<file path="src/rtl/hcbd_pkg.sv">
`default_nettype none

package hcbd_pkg;

  // Width of the hex digit counter; it covers SIZE_DIGITS up to 15.
  localparam int CNT_W = 4;

  // Depth of the queue between the classifier and the decode machine.
  localparam int QUEUE_DEPTH = 2;
  localparam int QPTR_W = (QUEUE_DEPTH > 1) ? $clog2(QUEUE_DEPTH) : 1;
  localparam int QCNT_W = $clog2(QUEUE_DEPTH + 1);

  // One body byte with its character class worked out up front.
  typedef struct packed {
    logic [7:0] data;
    logic       is_cr;
    logic       is_lf;
    logic       is_sep;
    logic       is_hex;
    logic [3:0] hex_val;
  } hcbd_item_t;

endpackage

`default_nettype wire

</file>
<file path="src/rtl/hcbd_front.sv">
`default_nettype none

module hcbd_front
  import hcbd_pkg::*;
(
  input  wire logic       clk,
  input  wire logic       rst_n,
  input  wire logic       in_valid,
  output logic            in_ready,
  input  wire logic [7:0] in_body_byte,
  output logic            push_valid,
  output hcbd_item_t      push_item,
  input  wire logic       push_ready
);

  localparam logic [7:0] CH_CR    = 8'h0D;
  localparam logic [7:0] CH_LF    = 8'h0A;
  localparam logic [7:0] CH_SEMI  = 8'h3B;
  localparam logic [7:0] CH_SPACE = 8'h20;

  logic       stage_valid_r;
  logic       stage_valid_nxt;
  hcbd_item_t stage_item_r;
  hcbd_item_t class_item;
  logic       load;

  always_comb begin
    class_item         = '0;
    class_item.data    = in_body_byte;
    class_item.is_cr   = (in_body_byte == CH_CR);
    class_item.is_lf   = (in_body_byte == CH_LF);
    class_item.is_sep  = (in_body_byte == CH_SEMI) || (in_body_byte == CH_SPACE);
    case (in_body_byte) inside
      [8'h30:8'h39]: begin
        class_item.is_hex  = 1'b1;
        class_item.hex_val = 4'(in_body_byte - 8'h30);
      end
      [8'h41:8'h46]: begin
        class_item.is_hex  = 1'b1;
        class_item.hex_val = 4'(in_body_byte - 8'h37);
      end
      [8'h61:8'h66]: begin
        class_item.is_hex  = 1'b1;
        class_item.hex_val = 4'(in_body_byte - 8'h57);
      end
      default: begin
        class_item.is_hex  = 1'b0;
        class_item.hex_val = 4'd0;
      end
    endcase
  end

  assign in_ready   = !stage_valid_r || push_ready;
  assign load       = in_valid && in_ready;
  assign push_valid = stage_valid_r;
  assign push_item  = stage_item_r;

  always_comb begin
    stage_valid_nxt = stage_valid_r;
    if (load) begin
      stage_valid_nxt = 1'b1;
    end else if (push_ready) begin
      stage_valid_nxt = 1'b0;
    end
  end

  always_ff @(posedge clk) begin
    if (!rst_n) begin
      stage_valid_r <= 1'b0;
    end else begin
      stage_valid_r <= stage_valid_nxt;
    end
  end

  always_ff @(posedge clk) begin
    if (load) begin
      stage_item_r <= class_item;
    end
  end

endmodule

`default_nettype wire

</file>
<file path="src/rtl/hcbd_queue.sv">
`default_nettype none

module hcbd_queue
  import hcbd_pkg::*;
(
  input  wire logic       clk,
  input  wire logic       rst_n,
  input  wire logic       push_valid,
  input  hcbd_item_t      push_item,
  output logic            push_ready,
  output logic            pop_valid,
  output hcbd_item_t      pop_item,
  input  wire logic       pop_ready
);

  hcbd_item_t          mem_r [QUEUE_DEPTH];
  logic [QPTR_W-1:0]   wr_ptr_r;
  logic [QPTR_W-1:0]   wr_ptr_nxt;
  logic [QPTR_W-1:0]   rd_ptr_r;
  logic [QPTR_W-1:0]   rd_ptr_nxt;
  logic [QCNT_W-1:0]   count_r;
  logic [QCNT_W-1:0]   count_nxt;
  logic                do_push;
  logic                do_pop;

  localparam logic [QPTR_W-1:0] LAST_PTR = QPTR_W'(QUEUE_DEPTH - 1);
  localparam logic [QCNT_W-1:0] FULL_CNT = QCNT_W'(QUEUE_DEPTH);

  assign push_ready = (count_r != FULL_CNT);
  assign pop_valid  = (count_r != '0);
  assign pop_item   = mem_r[rd_ptr_r];
  assign do_push    = push_valid && push_ready;
  assign do_pop     = pop_valid && pop_ready;

  always_comb begin
    wr_ptr_nxt = wr_ptr_r;
    rd_ptr_nxt = rd_ptr_r;
    count_nxt  = count_r;
    if (do_push) begin
      wr_ptr_nxt = (wr_ptr_r == LAST_PTR) ? '0 : wr_ptr_r + 1'b1;
    end
    if (do_pop) begin
      rd_ptr_nxt = (rd_ptr_r == LAST_PTR) ? '0 : rd_ptr_r + 1'b1;
    end
    if (do_push && !do_pop) begin
      count_nxt = count_r + 1'b1;
    end else if (do_pop && !do_push) begin
      count_nxt = count_r - 1'b1;
    end
  end

  always_ff @(posedge clk) begin
    if (!rst_n) begin
      wr_ptr_r <= '0;
      rd_ptr_r <= '0;
      count_r  <= '0;
    end else begin
      wr_ptr_r <= wr_ptr_nxt;
      rd_ptr_r <= rd_ptr_nxt;
      count_r  <= count_nxt;
    end
  end

  always_ff @(posedge clk) begin
    if (do_push) begin
      mem_r[wr_ptr_r] <= push_item;
    end
  end

endmodule

`default_nettype wire

</file>
<file path="src/rtl/hcbd_back.sv">
`default_nettype none

module hcbd_back
  import hcbd_pkg::*;
#(
  parameter int SIZE_DIGITS = 9
) (
  input  wire logic       clk,
  input  wire logic       rst_n,
  input  wire logic       q_valid,
  input  hcbd_item_t      q_item,
  output logic            q_ready,
  output logic            out_valid,
  input  wire logic       out_ready,
  output logic [7:0]      out_payload_byte,
  output logic            out_message_done
);

  localparam int ACC_W = 4 * SIZE_DIGITS;
  localparam logic [CNT_W-1:0] SD_CNT = CNT_W'(SIZE_DIGITS);

  typedef enum logic [2:0] {
    PH_SIZE,
    PH_SIZE_LF,
    PH_DATA,
    PH_TRAIL1,
    PH_TRAIL2,
    PH_FINAL,
    PH_FINAL_LF
  } phase_t;

  phase_t             phase_r, phase_nxt;
  logic [ACC_W-1:0]   acc_r, acc_nxt;
  logic [CNT_W-1:0]   cnt_r, cnt_nxt;
  logic [CNT_W-1:0]   cnt_inc;
  logic [ACC_W-1:0]   rem_r, rem_nxt;
  logic               closed_r, closed_nxt;
  logic               out_valid_r, out_valid_nxt;
  logic [7:0]         out_byte_r, out_byte_nxt;
  logic               out_done_r, out_done_nxt;
  logic               take;
  logic               emit;

  assign q_ready = !out_valid_r || out_ready;
  assign take    = q_valid && q_ready;
  assign cnt_inc = cnt_r + 1'b1;

  always_comb begin
    phase_nxt    = phase_r;
    acc_nxt      = acc_r;
    cnt_nxt      = cnt_r;
    rem_nxt      = rem_r;
    closed_nxt   = closed_r;
    emit         = 1'b0;
    out_byte_nxt = 8'd0;
    out_done_nxt = 1'b0;
    case (phase_r)
      PH_SIZE_LF: begin
        if (q_item.is_lf) begin
          acc_nxt    = '0;
          cnt_nxt    = '0;
          closed_nxt = 1'b0;
          if (acc_r == '0) begin
            phase_nxt = PH_FINAL;
          end else begin
            rem_nxt   = acc_r;
            phase_nxt = PH_DATA;
          end
        end else if (!q_item.is_cr) begin
          phase_nxt = PH_SIZE;
        end
      end
      PH_DATA: begin
        emit         = 1'b1;
        out_byte_nxt = q_item.data;
        if (rem_r != '0) begin
          rem_nxt = rem_r - 1'b1;
        end
        // The chunk ends when at most one byte was still due.
        if (rem_r[ACC_W-1:1] == '0) begin
          phase_nxt = PH_TRAIL1;
        end
      end
      PH_TRAIL1: begin
        phase_nxt = PH_TRAIL2;
      end
      PH_TRAIL2: begin
        phase_nxt  = PH_SIZE;
        acc_nxt    = '0;
        cnt_nxt    = '0;
        closed_nxt = 1'b0;
      end
      PH_FINAL: begin
        if (q_item.is_cr) begin
          phase_nxt = PH_FINAL_LF;
        end
      end
      PH_FINAL_LF: begin
        if (q_item.is_lf) begin
          phase_nxt    = PH_SIZE;
          acc_nxt      = '0;
          cnt_nxt      = '0;
          closed_nxt   = 1'b0;
          rem_nxt      = '0;
          emit         = 1'b1;
          out_done_nxt = 1'b1;
        end else if (!q_item.is_cr) begin
          phase_nxt = PH_FINAL;
        end
      end
      default: begin
        phase_nxt = PH_SIZE;
        if (q_item.is_cr) begin
          closed_nxt = 1'b1;
          phase_nxt  = PH_SIZE_LF;
        end else if (closed_r) begin
          closed_nxt = 1'b1;
        end else if (q_item.is_sep) begin
          closed_nxt = 1'b1;
        end else if (!q_item.is_hex) begin
          // A bad size character makes the size zero, which ends the message.
          acc_nxt    = '0;
          closed_nxt = 1'b1;
        end else begin
          acc_nxt = ACC_W'({acc_r, q_item.hex_val});
          cnt_nxt = cnt_inc;
          if (cnt_inc >= SD_CNT) begin
            closed_nxt = 1'b1;
          end
        end
      end
    endcase

    if (take) begin
      out_valid_nxt = emit;
    end else begin
      out_valid_nxt = out_valid_r && !out_ready;
    end
  end

  always_ff @(posedge clk) begin
    if (!rst_n) begin
      phase_r     <= PH_SIZE;
      acc_r       <= '0;
      cnt_r       <= '0;
      rem_r       <= '0;
      closed_r    <= 1'b0;
      out_valid_r <= 1'b0;
    end else begin
      if (take) begin
        phase_r  <= phase_nxt;
        acc_r    <= acc_nxt;
        cnt_r    <= cnt_nxt;
        rem_r    <= rem_nxt;
        closed_r <= closed_nxt;
      end
      out_valid_r <= out_valid_nxt;
    end
    if (take && emit) begin
      out_byte_r <= out_byte_nxt;
      out_done_r <= out_done_nxt;
    end
  end

  assign out_valid        = out_valid_r;
  assign out_payload_byte = out_byte_r;
  assign out_message_done = out_done_r;

  a_done_zero_byte: assert property (@(posedge clk) disable iff (!rst_n)
    out_valid_r && out_done_r |-> out_byte_r == 8'd0)
    else $error("done result carries a nonzero byte");

  a_data_has_bytes: assert property (@(posedge clk) disable iff (!rst_n)
    phase_r == PH_DATA |-> rem_r != '0)
    else $error("data phase with no bytes remaining");

  a_digit_bound: assert property (@(posedge clk) disable iff (!rst_n)
    cnt_r <= SD_CNT)
    else $error("digit count past the size field limit");

  a_final_lf_done: assert property (@(posedge clk) disable iff (!rst_n)
    take && phase_r == PH_FINAL_LF && q_item.is_lf |=> out_valid_r && out_done_r)
    else $error("closing line did not produce a done result");

  a_data_emits: assert property (@(posedge clk) disable iff (!rst_n)
    take && phase_r == PH_DATA |=> out_valid_r && !out_done_r)
    else $error("data byte was not emitted");

endmodule

`default_nettype wire

</file>
<file path="src/rtl/http_chunked_body_decoder_top.sv">
// Channel  | Ports                                        | Direction
// ---------+----------------------------------------------+----------
// input    | in_valid, in_ready, in_body_byte[7:0]        | in
// result   | out_valid, out_ready, out_payload_byte[7:0], | out
//          | out_message_done                             |
//
// One item per cycle sustained while out_ready stays high; the decode machine
// updates its state as each byte is taken. An item passes through the classify
// stage, then the queue, and its result is then loaded into the output register.
// Reset is synchronous and active low; it clears all control state at once.
// A stalled result holds in the output register while the classify stage and
// the two-entry queue fill; once all three hold an item, in_ready drops.
`default_nettype none

module http_chunked_body_decoder_top
  import hcbd_pkg::*;
#(
  parameter int SIZE_DIGITS = 9
) (
  input  wire logic       clk,
  input  wire logic       rst_n,
  input  wire logic       in_valid,
  output logic            in_ready,
  input  wire logic [7:0] in_body_byte,
  output logic            out_valid,
  input  wire logic       out_ready,
  output logic [7:0]      out_payload_byte,
  output logic            out_message_done
);

  logic       push_valid;
  logic       push_ready;
  hcbd_item_t push_item;
  logic       q_valid;
  logic       q_ready;
  hcbd_item_t q_item;

  hcbd_front u_front (
    .clk          (clk),
    .rst_n        (rst_n),
    .in_valid     (in_valid),
    .in_ready     (in_ready),
    .in_body_byte (in_body_byte),
    .push_valid   (push_valid),
    .push_item    (push_item),
    .push_ready   (push_ready)
  );

  hcbd_queue u_queue (
    .clk        (clk),
    .rst_n      (rst_n),
    .push_valid (push_valid),
    .push_item  (push_item),
    .push_ready (push_ready),
    .pop_valid  (q_valid),
    .pop_item   (q_item),
    .pop_ready  (q_ready)
  );

  hcbd_back #(
    .SIZE_DIGITS (SIZE_DIGITS)
  ) u_back (
    .clk              (clk),
    .rst_n            (rst_n),
    .q_valid          (q_valid),
    .q_item           (q_item),
    .q_ready          (q_ready),
    .out_valid        (out_valid),
    .out_ready        (out_ready),
    .out_payload_byte (out_payload_byte),
    .out_message_done (out_message_done)
  );

endmodule

`default_nettype wire

</file>
<file path="config.mk">
export PLATFORM = sky130hd
export DESIGN_NAME = http_chunked_body_decoder_top
export DESIGN_NICKNAME = d
export VERILOG_FILES = /design/src/rtl/hcbd_pkg.sv /design/src/rtl/hcbd_front.sv /design/src/rtl/hcbd_queue.sv /design/src/rtl/hcbd_back.sv /design/src/rtl/http_chunked_body_decoder_top.sv
export SDC_FILE = /design/constraint.sdc
export NUM_CORES = 1
export LEC_CHECK = 0
export CORE_ASPECT_RATIO = 1.2
export CORE_MARGIN = 5
export CORE_UTILIZATION = 40
export CTS_CLUSTER_DIAMETER = 120
export CTS_CLUSTER_SIZE = 8
export DETAILED_ROUTE_END_ITERATION = 10
export DONT_BUFFER_PORTS = 1
export PLACE_DENSITY = 0.64
export SYNTH_ARGS = -nofsm -noshare
export SYNTH_HDL_FRONTEND = slang
export SYNTH_HIERARCHICAL = 1
export SYNTH_SLANG_ARGS = --single-unit
</file>
<file path="constraint.sdc">
create_clock -name clk -period 3.5 [get_ports clk]
set_input_delay 0.35 -clock clk [delete_from_list [all_inputs] [get_ports clk]]
set_output_delay 0.35 -clock clk [all_outputs]
set_load 0.005 [all_outputs]
</file>
==> metrics.md <==
| Metric | Value |
|---|---|
| Cells on Worst Hold Path | `1` |
| Share of cells above drive strength 1 | `between 10% and 20%` |
| Clk buf depth | `2` |
| Mux share of post-synthesis cell area | `3.35%` |
| H-Tree Depth | `4` |
| Hold endpoint | `u_queue/count_r[0]` |
| Gpl congestion | `0.866` |
| Synth Area in Simple Gates | `a little under a quarter` |
| HPWL after DPL | `11,700 um` |
| Final Hold Vio Count | `0` |
| Synth-to-Final Area Change | `12.2%` |
| Post-Synthesis Cells | `about 750` |
| Unrepaired setup endpoints after global routing | `no` |
| Yosys reg bits | `144` |
| Slew Limit Fails | `0` |
| First-pass GRT wire length | `around 28,000 um` |
| Layout filler cell count | `1,691` |
| IO Pins | `23` |
| Most common flop cell mapped by yosys | `dfxtp_1` |
| Required time of the critical path | `3.82 ns` |
| Reg-to-Reg End | `u_back/rem_r[24]` |
| Post-synthesis compound-gate area fraction | `between 10% and 20%` |
| FMAX | `between 0.3 and 0.4 GHz` |
| Slowest cell on crit path | `or4b_1` |
| Die X | `131 um` |
| Worst EP arrival | `between 3 and 4 ns` |
| Synth cell types | `roughly 80` |
| Hold Crit Class | `input pin to flop` |
| Setup TNS Final | `0 ns` |
| Async SR Flop Fraction | `0%` |
| Clk_lat worst skew | `between 0.4 and 0.5 ns` |
| Tcrit/Tclk final | `approximately 85%` |
| Post-DR vias/cell | `~5.8` |
| Starting Density | `between 40% and 50%` |
| Synth warnings | `6` |
| Initial antenna violation count | `0` |
| Ant diodes | `0` |
| Worst slew pin tran | `between 1 and 1.5 ns` |
| Final nets | `around 760` |
| Max Cap Viol | `0` |
| Pleak | `about 2.9 nW` |
| DRT Wirelength | `between 15,000 and 20,000 um` |
| Mapped cell area | `roughly 7000 um^2` |
| Total track usage | `around 18%` |
| Routed Antenna Nets | `0` |
| DRC Markers | `0` |
| Sink Count | `roughly 140` |
| Post-synth EDFFs | `between 50 and 60` |
| First-pass iteration count of the detailed router | `6` |
| Cell with the most instances after synthesis | `dfxtp_1` |
| CP Cell Sequence | `inv_1 -> ha_1 -> or4b_1 -> nor3_1 -> or4b_4 -> nand3_1 -> a21oi_1 -> o221a_2` |
| CTS root buf | `clkbuf_16` |
| TritonCTS buffer count | `17` |
| Synth area leader | `dfxtp_1` |
| CTS tree | `done` |
| Max incr delay on CP | `between 0.6 and 0.7 ns` |
| Clock transition at path regs | `about 0.070 ns` |
| Worst IR Drop VDD | `0.496 mV` |
| Syn nets | `about 770` |
| PortBufs | `0` |
| Fin crit period | `between 2 and 3 ns` |
| Final Core Density | `45.4%` |
| Critical path type | `flop to flop` |
| Vias | `about 5.7k` |
| Power per cell area | `between 600 and 700 nW/um^2` |
| Hold slack | `0.0479 ns` |
| Post-synth top cells | `dfxtp_1 (87), nand2_1 (82), a21oi_1 (61), edfxtp_1 (57)` |
| Routed WL per cell | `17.9 um` |
| Outcome | `complete, no violations` |
| Area of the die | `20,300 um^2` |
| Worst Skew | `0.0105 ns` |
| Seq/Total Area, Yosys | `about half` |
| Critical path capture point type | `flop` |
| Register-to-Register Path Depth | `8` |
| # setup viols final | `0` |
| Largest cells by area after synthesis | `dfxtp_1 (25%), edfxtp_1 (24%), nand2_1 (4.4%)` |
| Avg Inst Size Synth | `around 9.4 um^2` |
| Post-CTS Setup Repair Bufs | `0` |
| Setup slack, reg-to-reg | `about 0.51 ns` |
| Main combinational cell family by area after synthesis | `simple AND/OR/NAND/NOR gates` |
| Slew margin rel. | `approximately 25%` |
| XOR/XNOR Fraction of Synth Area | `under 10%` |
| First-iteration detailed-routing DRC count | `563` |
| GR Overflow Total | `0` |
| Post-Synth Adder-Cell Area | `between 1 and 1.5%` |
| Pin count of the biggest net entering global routing | `between 40 and 50` |
| CP Max Fanout | `15` |
| FF-to-FF Start | `u_back/rem_r[0]` |
| Synth top area share | `about a quarter` |
| Vias in the first global route | `5,306` |
| Die span in y | `around 160 um` |
| Row count | `53` |
| Core region area | `around 17,000 um^2` |
| Hold Path Origin | `rst_n` |
| Critical Path Start Type | `flop` |
## logic make-up after synthesis
kind of cell,after synthesis
and+or+nand+nor,316
AOI/OAI and AO/OA,177
DFF,144
buffers and inverters,63
muxes,21
xor gates and xnor gates,17
adders and majority gates,8
## worst max-delay path by stage
| stage | startpoint | end | slack (ns) |
|---|---|---|---|
| after detailed placement | u_back/rem_r[0] | u_back/rem_r[24] | 0.57 |
| after global routing | u_back/rem_r[0] | u_back/rem_r[24] | 0.31 |
| after floorplan | u_back/rem_r[28] | u_back/rem_r[5] | 0.82 |
| after CTS | u_back/rem_r[0] | u_back/rem_r[24] | 0.56 |
| final | u_back/rem_r[0] | u_back/rem_r[24] | 0.51 |
| after global placement | u_back/rem_r[28] | u_back/rem_r[5] | 0.62 |
## stage by stage
step / setup slack, ns / power, mW / cells / cell area [um^2]
2_1_floorplan: 0.822 / 2.84 / 746 / 7020
6_report: 0.512 / 4.86 / 975 / 7880
5_1_grt: 0.309 / 5.12 / 975 / 7880
3_5_place_dp: 0.566 / 3.11 / 935 / 7230
3_3_place_gp: 0.618 / 3.11 / 935 / 7230
4_1_cts: 0.556 / 4.89 / 971 / 7840
## flip-flops by register name, indices dropped and copies added (netlist names), 2 cells and up, named ones only
| name | cells |
|---|---|
| u_back/phase_r | 3 |
| u_front/push_item | 16 |
| u_back/cnt_r | 4 |
| u_back/acc_r | 36 |
| u_queue/mem_r | 32 |
| u_back/out_payload_byte | 8 |
| u_back/rem_r | 36 |
| u_queue/count_r | 2 |
## where the power goes
part | switching (mW) | internal [mW]
Combinational | 0.721 | 0.444
Sequential | 0.0805 | 1.85
Clock | 0.768 | 1.00
Total | 1.57 | 3.29
## placed cells by master (no fill, tap or decap), types with 6 or more instances in the layout
| cell type | instances |
|---|---|
| mux2_2 | 16 |
| a32o_1 | 11 |
| dlygate4sd3_1 | 8 |
| or2_2 | 6 |
| edfxtp_1 | 57 |
| ha_1 | 8 |
| nor4_1 | 20 |
| clkbuf_16 | 17 |
| buf_4 | 18 |
| a21oi_1 | 61 |
| or4_1 | 6 |
| nor2b_1 | 6 |
| dfxtp_1 | 87 |
| nand2_1 | 82 |
| or3_1 | 11 |
| xnor2_1 | 10 |
| nand4_1 | 8 |
| nand2b_1 | 8 |
| and3_1 | 17 |
| nor2_1 | 46 |
| xor2_1 | 7 |
| o21ai_0 | 36 |
| nor3_1 | 29 |
| inv_1 | 13 |
| nand3_1 | 46 |
| and2_1 | 10 |
## worst max-delay path, delay by kind of cell, from the launching register on
kind / cells / cell delay [ns]
buf+inv: 1 / 0.08
fa+ha+maj: 1 / 0.21
flops: 1 / 0.34
simple gates: 4 / 1.85
compound gates: 2 / 0.39
## what timing repair did
action                                 in CTS  in global routing
setup endpoints to repair                   0                  0
endpoints found under the hold margin       4                  4
hold buffers                                4                  4
resized for setup                           0                  0
## area by class of cell
type,count,area (um^2),area share (%)
flip-flops and latches,144,3450,43.8
multi-input cells,539,3310,42.0
clock buffers,17,425,5.40
well taps,220,275,3.49
repair buffers,26,215,2.73
clock inverters,15,149,1.89
inverters,14,52.6,0.667
## layer usage
layer | share of wire [%] | routed length (um) | track usage [%]
met5 | 0 | 0 | 0
met4 | 2.2 | 378 | 7.40
met3 | 6.0 | 1050 | 3.98
met2 | 50 | 8690 | 28.9
met1 | 42 | 7300 | 22.6
Power figures use the tool's default switching activity.
